### src/design/lca_pkg.sv
// Shared types, constants and helpers for the Life cellular automaton block.
// Used by lca_ctrl, lca_datapath and life_cellular_automaton; depends on nothing else.
package lca_pkg;

  // Default grid size.
  localparam int LCA_GRID_WIDTH  = 240;
  localparam int LCA_GRID_HEIGHT = 320;

  // Field widths of the input and result beats.
  localparam int OP_W    = 2;
  localparam int COL_W   = 8;
  localparam int ROW_W   = 9;
  localparam int PIXEL_W = 16;

  // Signed coordinate width for seed points, wide enough for any grid plus offset.
  localparam int COORD_W = 12;

  // Seed pattern: the point itself and four diagonal points.
  localparam int SEED_PTS   = 5;
  localparam int SEED_IDX_W = 3;
  localparam logic signed [COORD_W-1:0] SEED_OFF = COORD_W'(2);

  // Pixel codes and Life rule counts.
  localparam logic [PIXEL_W-1:0] LIVE_PIXEL    = 16'hFFFF;
  localparam logic [PIXEL_W-1:0] DEAD_PIXEL    = 16'h0000;
  localparam logic [3:0]         BIRTH_COUNT   = 4'd3;
  localparam logic [3:0]         SURVIVE_COUNT = 4'd2;

  // Operation codes.
  typedef enum logic [OP_W-1:0] {
    OP_SEED = 2'd0,
    OP_STEP = 2'd1,
    OP_READ = 2'd2
  } op_t;

  // Controller states.
  typedef enum logic [2:0] {
    ST_CLEAR,
    ST_IDLE,
    ST_SEED,
    ST_STEP,
    ST_READ,
    ST_DRAIN,
    ST_RESP
  } state_t;

  // Commands from the controller to the datapath.
  typedef struct packed {
    logic load;
    logic clr_en;
    logic seed_en;
    logic scan_en;
    logic read_en;
    logic finish;
  } lca_cmd_t;

  // Status from the datapath to the controller.
  typedef struct packed {
    logic clr_last;
    logic seed_last;
    logic scan_last;
    logic pipe_busy;
  } lca_stat_t;

  // Column offset of seed point k.
  function automatic logic signed [COORD_W-1:0] seed_dx(input logic [SEED_IDX_W-1:0] k);
    logic signed [COORD_W-1:0] d;
    case (k)
      3'd1, 3'd3: d = -SEED_OFF;
      3'd2, 3'd4: d = SEED_OFF;
      default:    d = '0;
    endcase
    return d;
  endfunction

  // Row offset of seed point k.
  function automatic logic signed [COORD_W-1:0] seed_dy(input logic [SEED_IDX_W-1:0] k);
    logic signed [COORD_W-1:0] d;
    case (k)
      3'd1, 3'd2: d = -SEED_OFF;
      3'd3, 3'd4: d = SEED_OFF;
      default:    d = '0;
    endcase
    return d;
  endfunction

endpackage

### src/design/lca_ctrl.sv
// Controller state machine of the Life cellular automaton block.
// Depends on lca_pkg; drives commands into lca_datapath and reads its status.
module lca_ctrl (
  input  logic                         clk,
  input  logic                         rst_n,
  input  logic                         start,
  input  logic [lca_pkg::OP_W-1:0]     in_operation,
  input  lca_pkg::lca_stat_t           stat,
  output lca_pkg::lca_cmd_t            cmd,
  output logic                         busy
);
  import lca_pkg::*;

  state_t state_r, state_nxt;

  // State register; reset starts the grid clearing pass.
  always_ff @(posedge clk) begin
    if (!rst_n) begin
      state_r <= ST_CLEAR;
    end else begin
      state_r <= state_nxt;
    end
  end

  // Next state.
  always_comb begin
    state_nxt = state_r;
    case (state_r)
      ST_CLEAR: begin
        if (stat.clr_last) state_nxt = ST_IDLE;
      end
      ST_IDLE: begin
        if (start) begin
          case (op_t'(in_operation))
            OP_SEED: state_nxt = ST_SEED;
            OP_STEP: state_nxt = ST_STEP;
            OP_READ: state_nxt = ST_READ;
            default: state_nxt = ST_RESP;
          endcase
        end
      end
      ST_SEED: begin
        if (stat.seed_last) state_nxt = ST_DRAIN;
      end
      ST_STEP: begin
        if (stat.scan_last) state_nxt = ST_DRAIN;
      end
      ST_READ: begin
        state_nxt = ST_DRAIN;
      end
      ST_DRAIN: begin
        if (!stat.pipe_busy) state_nxt = ST_RESP;
      end
      ST_RESP: begin
        state_nxt = ST_IDLE;
      end
      default: begin
        state_nxt = ST_IDLE;
      end
    endcase
  end

  // Command outputs decoded from the state.
  always_comb begin
    cmd  = '0;
    busy = 1'b1;
    case (state_r)
      ST_CLEAR: cmd.clr_en = 1'b1;
      ST_IDLE: begin
        busy     = 1'b0;
        cmd.load = start;
      end
      ST_SEED:  cmd.seed_en = 1'b1;
      ST_STEP:  cmd.scan_en = 1'b1;
      ST_READ:  cmd.read_en = 1'b1;
      ST_DRAIN: cmd = '0;
      ST_RESP:  cmd.finish = 1'b1;
      default:  cmd = '0;
    endcase
  end

endmodule

### config.mk
export PLATFORM = sky130hd
export DESIGN_NAME = lca_ctrl
export DESIGN_NICKNAME = d
export VERILOG_FILES = /design/src/design/lca_pkg.sv /design/src/design/lca_ctrl.sv
export SDC_FILE = /design/constraint.sdc
export NUM_CORES = 1
export LEC_CHECK = 0
export BUFFER_PORTS_ARGS = -buffer_cell sky130_fd_sc_hd__buf_4
export CAP_MARGIN = 30
export CORE_AREA = 10 10 47 49
export DETAILED_ROUTE_END_ITERATION = 7
export DIE_AREA = 0 0 57 59
export SLEW_MARGIN = 25
export SYNTH_ARGS = -nofsm -noshare
export SYNTH_HDL_FRONTEND = slang
export SYNTH_SLANG_ARGS = --single-unit
### constraint.sdc
create_clock -name clk -period 3.58 [get_ports clk]
set_input_delay 0.716 -clock clk [delete_from_list [all_inputs] [get_ports clk]]
set_output_delay 0.716 -clock clk [all_outputs]
set_load 0.01 [all_outputs]
==> impl_metrics.py <==
metrics = {
    "detailed_routing": {
        "num_vias": 301,
        "drtIter0Drc": 2,
        "wl_um": 788,
        "drc": 0,
        "via_per_inst": 4.70,
        "wl_per_cell_um": 12.3,
        "ant_nets": 0,
        "drt_first_pass_iters": 5,
    },
    "floorplan": {
        "start_util_pct": 19.4,
        "dieArea_sq_um": 3360,
        "ios": 16,
        "die_x_um": 57,
        "fp.dieH_um": 59,
        "rows": 14,
        "core_sq_um": 1400,
    },
    "global_route": {
        "grt_pass1_wl_mm": 1.28,
        "grt_pass1_vias": 281,
        "antenna_found_initial": 0,
        "grt.overflow.total": 0,
        "grtUsageTotal_pct": 5.01,
        "grt_max_degree": 15,
    },
    "worst_setup_path": {
        "end_kind": "primary output",
        "cpMaxStageDelayCell": "dfxtp_1",
        "cp_data_required_time_ps": 2860,
        "start_kind": "register",
        "reg2regPathDepth": 3,
        "cp.arrival_ps": 1270,
        "cp.depth": 3,
        "reg2reg_to": "state_r[1]",
        "rr_startpoint": "state_r[0]",
        "r2r_slack_ps": 2170,
        "cp_cell_sequence": "inv_1 -> nor3_1 -> buf_4",
        "path_class": "register to primary output",
        "cp_top_family": "flip-flops",
        "path_max_fanout": 8,
        "slowest_delay_ps": 470,
        "critPathBufInv": 2,
    },
    "clock_tree": {
        "h-tree-depth": 1,
        "cts_buffers": 3,
        "clkTransAtPathRegs_ps": 40,
        "cts_tree": "yes",
        "post_cts_buffers": 0,
        "ctsHoldBuffers": 0,
        "cts-root-buf": "clkbuf_4",
        "clock_sinks": 3,
        "clockBufferDepth": 2,
        "clk_latency_ps": 240,
        "postCtsResizedCells": 0,
    },
    "min_path": {
        "hp-start": "state_r[1]",
        "hp-class": "register to register",
        "hold_depth": 1,
        "min_to": "state_r[2]",
    },
    "synth": {
        "synth-compound-area-share_pct": 25.3,
        "ys_warn_count": 0,
        "syn_area_per_cell_sq_um": 8.48,
        "synth_cells": 32,
        "syn_nets": 41,
        "synth_area_sq_um": 272,
        "synth_cell_types": 22,
        "synth.top_cells.by_area": "dfxtp_1 (22%), mux2_4 (11%), nor3b_1 (11%), nor2b_1 (4.6%), o31ai_2 (4.6%)",
        "ys_seq_area_share_pct": 22.1,
        "synth-seq-cells": 3,
        "yosys.area.top_type": "dfxtp_1",
        "synth_top_family_by_area": "simple AND/OR/NAND/NOR gates",
        "synth_top_area_share_pct": 22.1,
        "synthSimpleGateAreaFrac_pct": 31.3,
        "synth_xor_area_share_pct": 0,
        "muxShareOfSynthArea_pct": 11.1,
        "synth-adder-area-share_pct": 0,
    },
    "finish": {
        "area_growth_pct": 51.2,
        "fin_area_sq_um": 410,
        "final_common_cell": "buf_4",
        "drive_gt1_share_pct": 43.8,
        "nNetsFinal": 58,
        "top_register": "state_r",
        "largest_register_ffs": 3,
        "final_cell_mix": "buf_4 (15), nor3b_1 (4), clkbuf_4 (3), dfxtp_1 (3)",
        "utilization_pct": 29.3,
        "n_antenna_cell": 0,
        "stdcell_count": 64,
        "top_regs": "state_r: 3 flops",
    },
    "placed_design": {
        "gp_congestion": 0.657,
        "placed_area_sq_um": 384,
        "place_hpwl_um": 621,
        "dp.cells": 60,
        "port_buffers": 15,
    },
    "job": {
        "maxCapViolations": 0,
    },
    "timing": {
        "min_period_over_period_pct": 55.5,
        "relSlewSlack_pct": 71.3,
        "setup_viol": 0,
        "period_needed_ps": 1990,
        "finalSetupTns_ps": 0,
        "finalHoldViolations": 0,
        "fmax_mhz": 503,
        "drv_slew": 0,
        "rsz0062_at_grt": "no",
        "finClkSkew_ps": 0.984,
        "worstMarginPinSlew_ps": 430,
        "hold_slack_ps": 567,
    },
    "power": {
        "vdd_drop_max_uv": 188,
        "p_leak_uw": 0.000178,
        "powerDensity_nw_per_um2": 373,
    },
    "outcome": {
        "status": "complete, no violations",
    },
}
## power breakdown
| group | switching [uW] | total, uW | internal (uW) |
|---|---|---|---|
| clock | 18.5 | 60.3 | 41.8 |
| sequential | 10.6 | 47.7 | 37.0 |
| combinational | 17.0 | 45.2 | 28.2 |
## through the flow
| step | worst slack, ps | total power (uW) |
|---|---|---|
| after floorplan | 1890 | 73.8 |
| after global placement | 1750 | 93.6 |
| after detailed placement | 1740 | 94.5 |
| after CTS | 1560 | 158 |
| after global routing | 1450 | 169 |
| final | 1590 | 153 |
## per-layer routing
layer	routed length, um	vias to the layer above	track usage, %
li1	-	150	-
met1	307	138	4.97
met2	404	13	7.13
met3	76	0	4.08
met4	0	0	3.02
met5	0	-	0
## worst register-to-register path: cells and delay by family (launching register included)
family           cells  cell delay [ps]
AND/OR/NAND/NOR      1              300
flip-flops           1              570
multiplexers         1              330
AO/OA/AOI/OAI        1              130
## kinds of logic after synthesis
family / count (synthesis)
simple gates: 14
compound gates: 8
buf+inv: 5
flops: 3
mux: 2
## area by class of cell
class,instances,area (sq um)
clock buffer,4,26.3
fill,167,991
inverter,2,7.51
multi-input combinational,24,184
sequential,3,60.1
tap,16,20.0
timing repair buffer,15,113
## worst max path at each step
| stage | start | to | slack (ps) |
|---|---|---|---|
| 2_1_floorplan | state_r[2] | cmd[0] | 1890 |
| 3_3_place_gp | start | cmd[5] | 1750 |
| 3_5_place_dp | start | cmd[5] | 1740 |
| 4_1_cts | state_r[1] | cmd[3] | 1560 |
| 5_1_grt | state_r[1] | cmd[0] | 1450 |
| 6_report | state_r[1] | cmd[3] | 1590 |
## synthesized netlist by cell type
master and count:
o22ai_1 1, dfxtp_1 3, buf_6 1, inv_1 2
nor3_1 2, mux2_4 2, nor2_1 1, nand2_1 2
nor3b_1 4, buf_1 1, or3b_1 1, nor2b_1 2
o31ai_2 1, a31oi_1 1, o21ba_1 1, o211ai_1 1
or3_1 1, buf_2 1, o2111ai_1 1, and3_1 1
a21boi_1 1, a311o_1 1
Power figures use the tool's default switching activity.
